$ cat config.mk
export PLATFORM = sky130hd
export DESIGN_NAME = infix_to_postfix_converter
export DESIGN_NICKNAME = d
export VERILOG_FILES = /design/src/sv/itp_pkg.sv /design/src/sv/itp_dp.sv /design/src/sv/itp_ctrl.sv /design/src/sv/infix_to_postfix_converter.sv
export VERILOG_INCLUDE_DIRS = /design/src /design/src/sv
export SDC_FILE = /design/constraint.sdc
export NUM_CORES = 1
export LEC_CHECK = 0
export ABC_CLOCK_PERIOD_IN_PS = 6590
export BUFFER_PORTS_ARGS = -buffer_cell sky130_fd_sc_hd__buf_2
export CORE_MARGIN = 2
export CORE_UTILIZATION = 25
export DETAILED_ROUTE_END_ITERATION = 7
export PLACE_DENSITY = 0.5
export SLEW_MARGIN = 20
export SYNTH_ARGS = -nofsm -noshare
export SYNTH_HDL_FRONTEND = slang
export SYNTH_SLANG_ARGS = --single-unit
$ cat constraint.sdc
create_clock -name clk -period 6.59 [get_ports clk]
set_clock_uncertainty 0.15 [all_clocks]
set_input_delay 0.659 -clock clk [delete_from_list [all_inputs] [get_ports clk]]
set_output_delay 0.659 -clock clk [all_outputs]
set_load 0.1 [all_outputs]
$ cat src/sv/assert_macros.svh
// Assertion macros shared by the converter RTL.
`ifndef ASSERT_MACROS_SVH
`define ASSERT_MACROS_SVH

`ifndef ASSERT_OFF
// Checks a property on every rising clock edge, except while reset is asserted.
`define ASSERT_PROP(label, clk, rst_n, prop) \
	label: assert property (@(posedge clk) disable iff (!rst_n) prop) \
		else $error("assertion failed");
// Checks that a condition never holds on a rising clock edge outside reset.
`define ASSERT_NEVER(label, clk, rst_n, cond) \
	label: assert property (@(posedge clk) disable iff (!rst_n) !(cond)) \
		else $error("forbidden condition seen");
`else
`define ASSERT_PROP(label, clk, rst_n, prop)
`define ASSERT_NEVER(label, clk, rst_n, cond)
`endif

`endif

$ cat src/sv/itp_pkg.sv
// Shared types, codes and token functions for the infix to postfix converter.
package itp_pkg;

	typedef enum logic [2:0] {
		OP_ADD  = 3'd0,
		OP_SUB  = 3'd1,
		OP_MUL  = 3'd2,
		OP_DIV  = 3'd3,
		OP_POW  = 3'd4,
		OP_OPEN = 3'd5
	} op_t;

	typedef enum logic [2:0] {
		ERR_NONE       = 3'd0,
		ERR_BAD_CHAR   = 3'd1,
		ERR_OPEN_CLOSE = 3'd2,
		ERR_LEFT_OPEN  = 3'd3,
		ERR_OVERFLOW   = 3'd4
	} err_t;

	typedef enum logic [1:0] {
		OUT_SPACE = 2'd0,
		OUT_TOKEN = 2'd1,
		OUT_FINAL = 2'd2
	} out_sel_t;

	localparam logic [7:0] CH_PLUS  = 8'h2B;
	localparam logic [7:0] CH_MINUS = 8'h2D;
	localparam logic [7:0] CH_STAR  = 8'h2A;
	localparam logic [7:0] CH_SLASH = 8'h2F;
	localparam logic [7:0] CH_CARET = 8'h5E;
	localparam logic [7:0] CH_OPEN  = 8'h28;
	localparam logic [7:0] CH_CLOSE = 8'h29;
	localparam logic [7:0] CH_SPACE = 8'h20;
	localparam logic [7:0] CH_ZERO  = 8'h30;
	localparam logic [7:0] CH_NINE  = 8'h39;
	localparam logic [7:0] CH_TAB   = 8'h09;
	localparam logic [7:0] CH_CR    = 8'h0D;

	// Controller to datapath commands
	typedef struct packed {
		logic     load_in;
		logic     pop;
		logic     push;
		logic     set_err;
		err_t     err;
		logic     set_inside;
		logic     clr_inside;
		logic     load_tok;
		logic     tok_from_top;
		logic     out_load;
		out_sel_t out_sel;
		logic     clear_all;
	} cmd_t;

	// Datapath to controller status
	typedef struct packed {
		logic is_end;
		logic err_pending;
		logic is_digit;
		logic is_space;
		logic is_open;
		logic is_close;
		logic is_op;
		logic count_zero;
		logic count_full;
		logic top_is_open;
		logic top_pops;
		logic in_number;
		logic anything;
		logic out_free;
	} sts_t;

	function automatic logic [7:0] op_char(input op_t op);
		logic [7:0] c;
		case (op)
			OP_ADD:  c = CH_PLUS;
			OP_SUB:  c = CH_MINUS;
			OP_MUL:  c = CH_STAR;
			OP_DIV:  c = CH_SLASH;
			OP_POW:  c = CH_CARET;
			OP_OPEN: c = CH_OPEN;
			default: c = 8'h00;
		endcase
		return c;
	endfunction

	// 0 marks "no precedence" (open paren, unused codes)
	function automatic logic [1:0] op_prec(input op_t op);
		logic [1:0] p;
		case (op)
			OP_ADD, OP_SUB: p = 2'd1;
			OP_MUL, OP_DIV: p = 2'd2;
			OP_POW:         p = 2'd3;
			default:        p = 2'd0;
		endcase
		return p;
	endfunction

	function automatic op_t op_of_char(input logic [7:0] c);
		op_t op;
		case (c)
			CH_PLUS:  op = OP_ADD;
			CH_MINUS: op = OP_SUB;
			CH_STAR:  op = OP_MUL;
			CH_SLASH: op = OP_DIV;
			CH_CARET: op = OP_POW;
			CH_OPEN:  op = OP_OPEN;
			default:  op = OP_ADD;
		endcase
		return op;
	endfunction

	// Stacked operator leaves before the incoming one; ^ is right-associative
	function automatic logic pops_before(input op_t top, input op_t inc);
		logic [1:0] p1;
		logic [1:0] p2;
		logic       r;
		p1 = op_prec(top);
		p2 = op_prec(inc);
		if (p1 == 2'd0 || p2 == 2'd0) begin
			r = 1'b0;
		end else if (inc == OP_POW) begin
			r = p1 > p2;
		end else begin
			r = p1 >= p2;
		end
		return r;
	endfunction

endpackage

$ cat src/sv/itp_dp.sv
// Datapath: input latch, character decode, operator stack, flags and output register.
module itp_dp #(
	parameter int STACK_DEPTH = 16
) (
	input  logic               clk,
	input  logic               arst_n,
	input  itp_pkg::cmd_t      cmd,
	output itp_pkg::sts_t      sts,
	input  logic [7:0]         in_char,
	input  logic               in_end,
	output logic               m_valid,
	input  logic               m_ready,
	output logic [15:0]        m_data,
	output logic               m_last
);

	localparam int CW = $clog2(STACK_DEPTH + 1);
	localparam int IW = $clog2(STACK_DEPTH);

	logic [7:0]         char_q;
	logic               end_q;
	logic [CW-1:0]      cnt_q;
	logic [CW-1:0]      cnt_m1;
	logic               inside_q;
	logic               any_q;
	itp_pkg::err_t      err_q;
	logic [7:0]         tok_q;
	itp_pkg::op_t       stack_q [STACK_DEPTH];
	itp_pkg::op_t       top;
	itp_pkg::op_t       in_op;
	logic               out_valid_q;
	logic [7:0]         out_char_q;
	logic               out_has_q;
	logic               out_last_q;
	itp_pkg::err_t      out_err_q;
	logic               out_free;

	assign cnt_m1   = cnt_q - 1'b1;
	assign top      = stack_q[cnt_m1[IW-1:0]];
	assign in_op    = itp_pkg::op_of_char(char_q);
	assign out_free = !out_valid_q || m_ready;

	always_comb begin
		sts             = '0;
		sts.is_end      = end_q;
		sts.err_pending = err_q != itp_pkg::ERR_NONE;
		sts.is_digit    = char_q >= itp_pkg::CH_ZERO && char_q <= itp_pkg::CH_NINE;
		sts.is_space    = char_q == itp_pkg::CH_SPACE
			|| (char_q >= itp_pkg::CH_TAB && char_q <= itp_pkg::CH_CR);
		sts.is_open     = char_q == itp_pkg::CH_OPEN;
		sts.is_close    = char_q == itp_pkg::CH_CLOSE;
		sts.is_op       = char_q == itp_pkg::CH_PLUS || char_q == itp_pkg::CH_MINUS
			|| char_q == itp_pkg::CH_STAR || char_q == itp_pkg::CH_SLASH
			|| char_q == itp_pkg::CH_CARET;
		sts.count_zero  = cnt_q == '0;
		sts.count_full  = cnt_q == CW'(STACK_DEPTH);
		sts.top_is_open = top == itp_pkg::OP_OPEN;
		sts.top_pops    = itp_pkg::pops_before(top, in_op);
		sts.in_number   = inside_q;
		sts.anything    = any_q;
		sts.out_free    = out_free;
	end

	// Control state
	always_ff @(posedge clk or negedge arst_n) begin
		if (!arst_n) begin
			cnt_q       <= '0;
			inside_q    <= 1'b0;
			any_q       <= 1'b0;
			err_q       <= itp_pkg::ERR_NONE;
			out_valid_q <= 1'b0;
		end else begin
			if (cmd.push) begin
				cnt_q <= cnt_q + 1'b1;
			end else if (cmd.pop) begin
				cnt_q <= cnt_m1;
			end
			if (cmd.set_inside) begin
				inside_q <= 1'b1;
			end else if (cmd.clr_inside) begin
				inside_q <= 1'b0;
			end
			if (cmd.set_err) begin
				err_q <= cmd.err;
			end
			if (cmd.out_load && cmd.out_sel == itp_pkg::OUT_TOKEN) begin
				any_q <= 1'b1;
			end
			if (cmd.clear_all) begin
				cnt_q    <= '0;
				inside_q <= 1'b0;
				any_q    <= 1'b0;
				err_q    <= itp_pkg::ERR_NONE;
			end
			if (cmd.out_load) begin
				out_valid_q <= 1'b1;
			end else if (m_ready) begin
				out_valid_q <= 1'b0;
			end
		end
	end

	// Payload
	always_ff @(posedge clk) begin
		if (cmd.load_in) begin
			char_q <= in_char;
			end_q  <= in_end;
		end
		if (cmd.push) begin
			stack_q[cnt_q[IW-1:0]] <= in_op;
		end
		if (cmd.load_tok) begin
			tok_q <= cmd.tok_from_top ? itp_pkg::op_char(top) : char_q;
		end
		if (cmd.out_load) begin
			case (cmd.out_sel)
				itp_pkg::OUT_SPACE: begin
					out_char_q <= itp_pkg::CH_SPACE;
					out_has_q  <= 1'b1;
					out_last_q <= 1'b0;
					out_err_q  <= itp_pkg::ERR_NONE;
				end
				itp_pkg::OUT_TOKEN: begin
					out_char_q <= tok_q;
					out_has_q  <= 1'b1;
					out_last_q <= 1'b0;
					out_err_q  <= itp_pkg::ERR_NONE;
				end
				default: begin
					out_char_q <= 8'h00;
					out_has_q  <= 1'b0;
					out_last_q <= 1'b1;
					out_err_q  <= err_q;
				end
			endcase
		end
	end

	assign m_valid = out_valid_q;
	assign m_data  = {4'b0000, out_err_q, out_has_q, out_char_q};
	assign m_last  = out_last_q;

endmodule

$ cat src/sv/itp_ctrl.sv
// Controller: one-hot sequencer for decode, stack pop loops and byte emission.
module itp_ctrl (
	input  logic          clk,
	input  logic          arst_n,
	input  logic          s_valid,
	output logic          s_ready,
	input  itp_pkg::sts_t sts,
	output itp_pkg::cmd_t cmd
);

	typedef enum logic [7:0] {
		S_IDLE   = 8'b0000_0001,
		S_DECODE = 8'b0000_0010,
		S_OPLOOP = 8'b0000_0100,
		S_CLOSE  = 8'b0000_1000,
		S_FLUSH  = 8'b0001_0000,
		S_SPACE  = 8'b0010_0000,
		S_TOKEN  = 8'b0100_0000,
		S_FINAL  = 8'b1000_0000
	} state_t;

	state_t state_q, state_d;
	state_t ret_q, ret_d;

	always_ff @(posedge clk or negedge arst_n) begin
		if (!arst_n) begin
			state_q <= S_IDLE;
			ret_q   <= S_IDLE;
		end else begin
			state_q <= state_d;
			ret_q   <= ret_d;
		end
	end

	assign s_ready = state_q == S_IDLE;

	always_comb begin
		state_d = state_q;
		ret_d   = ret_q;
		cmd     = '0;
		cmd.err = itp_pkg::ERR_NONE;
		case (state_q)
			S_IDLE: begin
				if (s_valid) begin
					cmd.load_in = 1'b1;
					state_d     = S_DECODE;
				end
			end
			S_DECODE: begin
				if (sts.is_end) begin
					state_d = sts.err_pending ? S_FINAL : S_FLUSH;
				end else if (sts.err_pending) begin
					state_d = S_IDLE;
				end else if (sts.is_digit) begin
					cmd.set_inside = 1'b1;
					cmd.load_tok   = 1'b1;
					ret_d          = S_IDLE;
					state_d        = (!sts.in_number && sts.anything) ? S_SPACE : S_TOKEN;
				end else begin
					cmd.clr_inside = 1'b1;
					state_d        = S_IDLE;
					if (sts.is_space) begin
						state_d = S_IDLE;
					end else if (sts.is_open) begin
						if (sts.count_full) begin
							cmd.set_err = 1'b1;
							cmd.err     = itp_pkg::ERR_OVERFLOW;
						end else begin
							cmd.push = 1'b1;
						end
					end else if (sts.is_close) begin
						state_d = S_CLOSE;
					end else if (sts.is_op) begin
						state_d = S_OPLOOP;
					end else begin
						cmd.set_err = 1'b1;
						cmd.err     = itp_pkg::ERR_BAD_CHAR;
					end
				end
			end
			S_OPLOOP: begin
				if (!sts.count_zero && sts.top_pops) begin
					cmd.pop          = 1'b1;
					cmd.load_tok     = 1'b1;
					cmd.tok_from_top = 1'b1;
					ret_d            = S_OPLOOP;
					state_d          = sts.anything ? S_SPACE : S_TOKEN;
				end else begin
					if (sts.count_full) begin
						cmd.set_err = 1'b1;
						cmd.err     = itp_pkg::ERR_OVERFLOW;
					end else begin
						cmd.push = 1'b1;
					end
					state_d = S_IDLE;
				end
			end
			S_CLOSE: begin
				if (sts.count_zero) begin
					cmd.set_err = 1'b1;
					cmd.err     = itp_pkg::ERR_OPEN_CLOSE;
					state_d     = S_IDLE;
				end else begin
					cmd.pop = 1'b1;
					if (sts.top_is_open) begin
						state_d = S_IDLE;
					end else begin
						cmd.load_tok     = 1'b1;
						cmd.tok_from_top = 1'b1;
						ret_d            = S_CLOSE;
						state_d          = sts.anything ? S_SPACE : S_TOKEN;
					end
				end
			end
			S_FLUSH: begin
				if (sts.count_zero) begin
					state_d = S_FINAL;
				end else begin
					cmd.pop = 1'b1;
					if (sts.top_is_open) begin
						cmd.set_err = 1'b1;
						cmd.err     = itp_pkg::ERR_LEFT_OPEN;
						state_d     = S_FINAL;
					end else begin
						cmd.load_tok     = 1'b1;
						cmd.tok_from_top = 1'b1;
						ret_d            = S_FLUSH;
						state_d          = sts.anything ? S_SPACE : S_TOKEN;
					end
				end
			end
			S_SPACE: begin
				if (sts.out_free) begin
					cmd.out_load = 1'b1;
					cmd.out_sel  = itp_pkg::OUT_SPACE;
					state_d      = S_TOKEN;
				end
			end
			S_TOKEN: begin
				if (sts.out_free) begin
					cmd.out_load = 1'b1;
					cmd.out_sel  = itp_pkg::OUT_TOKEN;
					state_d      = ret_q;
				end
			end
			S_FINAL: begin
				if (sts.out_free) begin
					cmd.out_load  = 1'b1;
					cmd.out_sel   = itp_pkg::OUT_FINAL;
					cmd.clear_all = 1'b1;
					state_d       = S_IDLE;
				end
			end
			default: begin
				state_d = S_IDLE;
			end
		endcase
	end

endmodule

$ cat src/sv/infix_to_postfix_converter.sv
// Top level of the streaming shunting-yard infix to postfix converter.
//
//  channel  | dir | tdata (low bit up)                          | tlast / tuser
//  s_axis   | in  | [7:0] in_char                               | tlast = end_of_expr
//  m_axis   | out | [7:0] out_char, [8] has_char, [11:9] error  | tlast = last
//
//  Each input transaction is taken in the idle state and decoded in the next
//  cycle. Each pop reads the stack top, then emits a space if anything went
//  out before and the token; an operator or ')' ends with a closing step
//  (push, pop of '(' or error). The end marker flushes the stack, a '(' on
//  it being an error, then sends the final transaction, at once if an error
//  is pending. The single operator stack read port sets the pop pace.
//  arst_n clears the controller, stack count, flags and the output valid flag.
//  A stalled m_axis holds the sequencer in its emit state; the output register
//  still lets one finished byte wait while the next one is being prepared.
`include "assert_macros.svh"

module infix_to_postfix_converter #(
	parameter int STACK_DEPTH = 16
) (
	input  logic        clk,
	input  logic        arst_n,
	input  logic        s_axis_tvalid,
	output logic        s_axis_tready,
	input  logic [7:0]  s_axis_tdata,  // [7:0] in_char
	input  logic        s_axis_tlast,  // end_of_expr
	output logic        m_axis_tvalid,
	input  logic        m_axis_tready,
	output logic [15:0] m_axis_tdata,  // [7:0] out_char, [8] has_char, [11:9] error_code
	output logic        m_axis_tlast   // last
);

	itp_pkg::cmd_t cmd;
	itp_pkg::sts_t sts;
	itp_pkg::err_t out_err;

	assign out_err = itp_pkg::err_t'(m_axis_tdata[11:9]);

	// Sequencer: one transaction at a time, pop loops and byte emission
	itp_ctrl u_ctrl (
		.clk     (clk),
		.arst_n  (arst_n),
		.s_valid (s_axis_tvalid),
		.s_ready (s_axis_tready),
		.sts     (sts),
		.cmd     (cmd)
	);

	// Stack, flags and output register
	itp_dp #(
		.STACK_DEPTH (STACK_DEPTH)
	) u_dp (
		.clk     (clk),
		.arst_n  (arst_n),
		.cmd     (cmd),
		.sts     (sts),
		.in_char (s_axis_tdata),
		.in_end  (s_axis_tlast),
		.m_valid (m_axis_tvalid),
		.m_ready (m_axis_tready),
		.m_data  (m_axis_tdata),
		.m_last  (m_axis_tlast)
	);

	// A push is never issued on a full stack
	`ASSERT_NEVER(a_push_full, clk, arst_n, cmd.push && sts.count_full)
	// The final transaction never carries a byte
	`ASSERT_PROP(a_last_nochar, clk, arst_n, m_axis_tvalid && m_axis_tlast |-> !m_axis_tdata[8])
	// Error codes only travel on the final transaction
	`ASSERT_PROP(a_err_last, clk, arst_n, m_axis_tvalid && !m_axis_tlast |-> out_err == itp_pkg::ERR_NONE)
	// Emission is only commanded when the output register can take it
	`ASSERT_NEVER(a_out_overrun, clk, arst_n, cmd.out_load && !sts.out_free)

endmodule
* Word level (Yosys, flattened, before mapping)
Memories as Yosys holds them, arrays and structs flattened.
Index checks and enable logic that the tools add are counted.
Widths: inputs -> output; s select.
** Word-level totals
- Register bits :: 57
- Memory bits (writable) :: 48
- Memories :: 1
** Operators by class
- Order comparisons :: 6
- $add $sub $neg :: 2
- Mux-type cells :: 87
- Reductions and logical operators :: 36
- Eq/ne operators :: 39
** Memories
- u_dp.stack_q :: words 16, bits a word 3, read ports 1, clocked after Yosys merged registers in 0, write ports 1, RTL line itp_dp.sv:28 : itp_pkg::op_t stack_q [STACK_DEPTH];
** Operators by type and width (count)
- $mux 8 :: 26
- $eq 8x6->1 const B :: 8
- $pmux 8 s8 :: 1
- $pmux 7 s6 :: 1
- $mux 4 :: 9
- $pmux 8 s4 :: 1
- $mux 5 :: 6
- $mux 1 :: 22
- $eq 8x7->1 const B :: 2
- $ne 2x2->1 const B :: 8
- $pmux 4 s4 :: 1
- $pmux 8 s2 :: 1
- $mux 3 :: 5
- $pmux 3 s5 :: 1
- $mux 7 :: 2
- $eq 3x2->1 const B :: 4
- $pmux 2 s3 :: 2
- $reduce_or 2->1 :: 6
- $eq 3x3->1 const B :: 3
- $pmux 3 s3 :: 1
- $reduce_and 9->1 :: 1
- $reduce_bool 3->1 :: 3
- $eq 8x1->1 const B :: 1
- $eq 8x2->1 const B :: 1
- other kinds (28) :: 54

* Logic depth before layout (Yosys ltp)
- Depth in word-level cells :: 16
- Gate-level depth with buffers :: 21
- Gate-level depth less buffers :: 17

* Cells and area by module
Synthesis repeated with hierarchy kept, for this count alone.
** Unflattened totals
- Cells, all modules :: 411
- Area total of the unflattened synthesis :: 5082.4 um^2
** By module, submodules not included
- itp_dp :: instances 1, cells each 284, area each 4111.4 um^2
- itp_ctrl :: instances 1, cells each 127, area each 970.9 um^2

* Least setup slack after synthesis
No wires, ideal clock.
- Path type :: flip-flop to flip-flop
- From :: reg u_ctrl.state_q[5]
- To :: reg u_ctrl.state_q[5]
- Setup slack :: 1.184 ns
- Period minus slack after synthesis :: 5.406 ns
- Arrival :: 5.135 ns
- Path buffers :: 0
- Cell stages (with the launch flop) :: 9
- Library setup time :: 0.122 ns
- Path through :: dfrtp_1 nor3_2 nand2_1 nor4b_1 inv_1 o22ai_1 o21bai_1 inv_1 a32o_1
** Between the ends
- Word-level cells in the longest chain between the ends :: 3
** RTL lines
- from (decl) :: RTL line itp_ctrl.sv:22 : state_t state_q, state_d;
- from (signal assigned) :: RTL line itp_ctrl.sv:30 : state_q <= state_d;
- $eq 8x1->1 (*)
- net s_axis_tready :: RTL line infix_to_postfix_converter.sv:24 : output logic s_axis_tready,
- $ne 2x2->1 (no line)
- $reduce_and 4->1 (no line)
Mark *: on every way through the listed nets, which the timed path passes. The rest lies on a longest branch.
A chain may end at the register's enable or synchronous reset.

* Worst setup path after layout
- From :: reg u_dp.cnt_q[0]
- To :: mem u_dp.stack_q[0][0] (netlist name) (enable)
** Between the ends
- Word-level cells in the longest chain between the ends :: 13
** RTL lines
- from (decl) :: RTL line itp_dp.sv:22 : logic [CW-1:0] cnt_q;
- from (signal assigned) :: RTL line itp_dp.sv:74 : cnt_q <= cnt_q + 1'b1;
- from (signal assigned) :: RTL line itp_dp.sv:76 : cnt_q <= cnt_m1;
- $sub 5x1->5 :: RTL line itp_dp.sv:38 : assign cnt_m1 = cnt_q - 1'b1;
- $mem_v2 16x3
- $eq 3x2->1, or another cell as far along :: RTL line itp_pkg.sv:91 : case (op)
- $reduce_or 2->1 :: RTL line itp_pkg.sv:91
- $pmux 2 s3 :: RTL line itp_pkg.sv:91
- $ge 2x2->1, or another cell as far along :: RTL line itp_pkg.sv:126 : r = p1 >= p2;
- $mux 1 / $logic_or 1x1->1 (equally long branches) :: RTL line itp_pkg.sv:123, itp_pkg.sv:121
- $mux 1 :: RTL line itp_pkg.sv:121 : if (p1 == 2'd0 || p2 == 2'd0) begin
- $logic_and 1x1->1 :: RTL line itp_ctrl.sv:82 : if (!sts.count_zero && sts.top_pops) begin
- $mux 5 :: RTL line itp_ctrl.sv:82
- $pmux 1 s2 :: RTL line itp_ctrl.sv:42 : case (state_q)
- $mux 1 :: RTL line itp_dp.sv:109 : if (cmd.push) begin
- $mux 1 (implied by the code) :: RTL line itp_dp.sv:110 : stack_q[cnt_q[IW-1:0]] <= in_op;
- to (decl) :: RTL line itp_dp.sv:28
Several ways; a longest one is shown, not always the timed one.

==> flow_summary_export.csv <==
group,metric,value,unit
routing,vias,3217,
routing,wire_per_inst,15.9,um
clock_tree,h-tree-depth,3,
sta,fmax,192,MHz
clock_tree,cts-resized-gates,0,
synth,synthesis.area,5050,sq um
sta,fin_tns_setup,0,ns
synth,synth_top_area_cell,"edfxtp_1",
synth,synth-seq-cells,101,
placement,portBuffers,27,
clock_tree,hold_buffers,0,
critical_path,crit_type,"reg2reg",
grt,first_global_vias,3199,
clock_tree,postCtsSetupRepairBufs,0,
grt,grt_max_degree,24,
power,p_per_area,409,nW/um^2
synth,synth_fa_ha_area_share,1.74,%
power,pwr-share-comb,41.8,%
placement,globalplace.congestion,0.818,
critical_path,reg2reg_from,"u_dp.cnt_q[0]",
final_layout,final_net_count,446,
final_layout,drive_above_1_share,18.8,%
critical_path,timing.rr.end,"u_dp.stack_q[0][0]",
synth,synth_warnings,0,
routing,dr.pass1.iters,5,
clock_tree,cts_tree,"done",
critical_path,reg2regPathDepth,17,
synth,synth_compound_gate_area_share,10.6,%
synth,synth.avg_cell_area,12.6,sq um
critical_path,r2r_slack,1.38,ns
floorplanning,core-area,19700,sq um
clock_tree,clk_pin_slew,0.07,ns
synth,synth.distinct_cells,73,
routing,drt-initial-drc-count,275,
sta,maxSlewViolCount,0,
clock_tree,cts_buffers,9,
critical_path,crit_required,6.44,ns
critical_path,cp-startpoint,"u_dp.cnt_q[0]",
clock_tree,clk_latency,0.35,ns
sta,hold_viol_final,0,
min_path,hold_path.class,"in2async",
critical_path,path_max_fanout,18,
grt,gr-total-overflow,0,
power,peakVddDrop,166,uV
critical_path,cp.arrival,5.06,ns
sta,whs,0.141,ns
power,pwr-share-seq,34.3,%
clock_tree,cts_buffer_depth,2,
job,drv_cap,0,
placement,dp_hpwl,8220,um
clock_tree,root_buffer,"clkbuf_16",
final_layout,instances_no_fill,696,
routing,ant_nets,0,
synth,synth_top_family_by_area,"simple AND/OR/NAND/NOR gates",
grt,track_usage,10.7,%
sta,rsz0062_at_grt,"false",
power,leakage,2.21,nW
critical_path,end_kind,"flip-flop",
sta,max_slew_margin,29.1,%
floorplanning,die_x,146,um
synth,synth-xor-area-share,1.17,%
final_layout,num_antenna_cells,0,
synth,syn_inst,399,
critical_path,critPathLaunchType,"flip-flop",
routing,totalWireLength,11000,um
synth,ys.flop_type,"edfxtp_1",
floorplanning,initial_core_util,25.7,%
sta,fin_crit_sh,79.0,%
floorplanning,rows,51,
run_status,outcome,"finished clean",
critical_path,worstSetupEndpoint,"u_dp.stack_q[0][0]",
clock_tree,cts.sinks,101,
synth,synth_top_area_share,46.4,%
synth,synthMuxAreaShare,8.16,%
synth,ys_seq_area_share,57.9,%
sta,worst_pin_slew,1.05,ns
power,pwr-share-clk,23.8,%
routing,drc_errors,0,
power,swShare,38.5,%
floorplanning,die_h,146,um
routing,via_per_inst,4.62,
power,switching_power,0.909,mW
grt,antenna_found_initial,0,
synth,synthSimpleGateAreaFrac,17.0,%
final_layout,areaGrowthSynthToFinish,14.4,%
synth,synth_enable_flop_cells,78,
floorplanning,io_pins,32,
sta,fin_crit,5.21,ns
power,p_int,1.45,mW
sta,setup-violations-final,0,
floorplanning,die-area,21300,sq um
synth,synth_area_leaders,"edfxtp_1, dfrtp_1, mux4_2",
grt,grt_pass1_wl,17800,um
synth,synth_async_sr_flop_share,22.8,%
placement,placed_cells,680,
-- final cells by class --
| class | instances | area [sq um] |
|---|---|---|
| clock inverter | 5 | 86.3 |
| clock buffer | 11 | 233 |
| sequential | 101 | 2920 |
| fill | 2034 | 13900 |
| multi-input combinational | 266 | 1970 |
| tap | 265 | 332 |
| timing repair buffer | 31 | 165 |
| inverter | 17 | 63.8 |
-- cell usage after synthesis, types with 3 or more instances --
cell type,instances
a211o_1,4
a21oi_1,16
ha_1,7
buf_4,5
dfrtp_1,21
edfxtp_1,78
nor2b_1,6
o211ai_1,3
mux4_2,13
or3_1,4
and2_1,17
nand3_1,9
nand2b_1,10
inv_1,16
nor3_1,11
nor4b_1,4
and3_1,10
o21ai_0,7
nor2_1,29
buf_2,4
clkbuf_1,6
a21o_1,6
o21ai_1,5
mux2i_1,6
nand2_1,36
o2111ai_1,4
-- sequential cells by signal, indices dropped and copies added (netlist names) --
register         flops
u_ctrl.state_q       8
u_dp.inside_q        1
u_dp.out_err_q       3
u_dp.any_q           1
u_dp.end_q           1
u_dp.stack_q        48
u_dp.cnt_q           5
u_dp.m_last          1
u_ctrl.ret_q         4
u_dp.out_has_q       1
u_dp.out_char_q      8
u_dp.tok_q           8
u_dp.m_valid         1
u_dp.err_q           3
u_dp.char_q          8
-- cell families (layout without fill, tap and decap cells) --
group,after synthesis,count (layout)
multiplexers,23,23
AND/OR/NAND/NOR,157,157
other,1,4
flip-flops,101,101
buffers and inverters,35,64
adder cells (fa/ha/maj),7,7
XOR/XNOR,5,5
AO/OA/AOI/OAI,70,70
-- power by group through the flow --
stage                     combinational, mW  clock (mW)  sequential (mW)
after floorplan                       0.785           0            0.807
after global placement                0.958           0            0.821
after detailed placement              0.985           0            0.822
after CTS                             0.992       0.579            0.809
after global routing                   1.07       0.605            0.818
final                                 0.988       0.563            0.810
-- critical path: stages, from the launching register on --
cell,delay [ns]
dfrtp_1,0.32
buf_4,0.30
inv_1,0.17
ha_1,0.70
mux4_2,0.42
mux4_2,0.61
nand2_1,0.16
o21ai_0,0.11
ha_1,0.32
and2_1,0.12
and4_1,0.22
nor4_2,0.04
buf_4,0.21
nor2b_1,0.11
o21ai_1,0.08
nand2_1,0.25
nand2_1,0.19
nor3_1,0.38
-- layout by cell type (no fill, tap or decap), types with 7 or more instances in the layout --
cell / n
and3_1: 10
nand3_1: 9
ha_1: 7
dfrtp_1: 21
nand2_1: 36
o21ai_0: 7
a21oi_1: 16
nor3_1: 11
nor2_1: 29
nand2b_1: 10
edfxtp_1: 78
clkbuf_16: 9
mux4_2: 13
inv_1: 16
buf_2: 27
and2_1: 17
-- routing by layer --
metal / vias up / part of all wire [%] / GRT usage (%)
met5: - / 0 / 0
met4: 0 / 1.6 / 3.54
met3: 12 / 4.7 / 2.91
met2: 88 / 44 / 15.7
met1: 1567 / 50 / 15.4
li1: 1550 / - / -
-- stage by stage --
stage	worst slack (ns)	utilization [%]	cell area (sq um)	power [mW]
after floorplan	1.18	-	5060	1.59
after global placement	1.65	27.7	5450	1.78
after detailed placement	1.38	27.7	5450	1.81
after CTS	1.37	29.3	5770	2.38
after global routing	1.04	29.4	5770	2.49
final	1.38	29.4	5770	2.36
-- worst min path at each step --
stage | start | slack, ns | cells after the start | endpoint
after detailed placement | u_ctrl.ret_q[0] | 0.31 | 2 | u_ctrl.ret_q[0]
after global routing | arst_n | 0.17 | 1 | u_dp.m_valid
after CTS | arst_n | 0.15 | 1 | u_dp.m_valid
final | arst_n | 0.14 | 1 | u_dp.m_valid
after global placement | u_ctrl.ret_q[0] | 0.31 | 2 | u_ctrl.ret_q[0]
after floorplan | arst_n | 0.21 | 0 | u_ctrl.ret_q[2]
No activity file was read; power rests on OpenSTA's default activity.
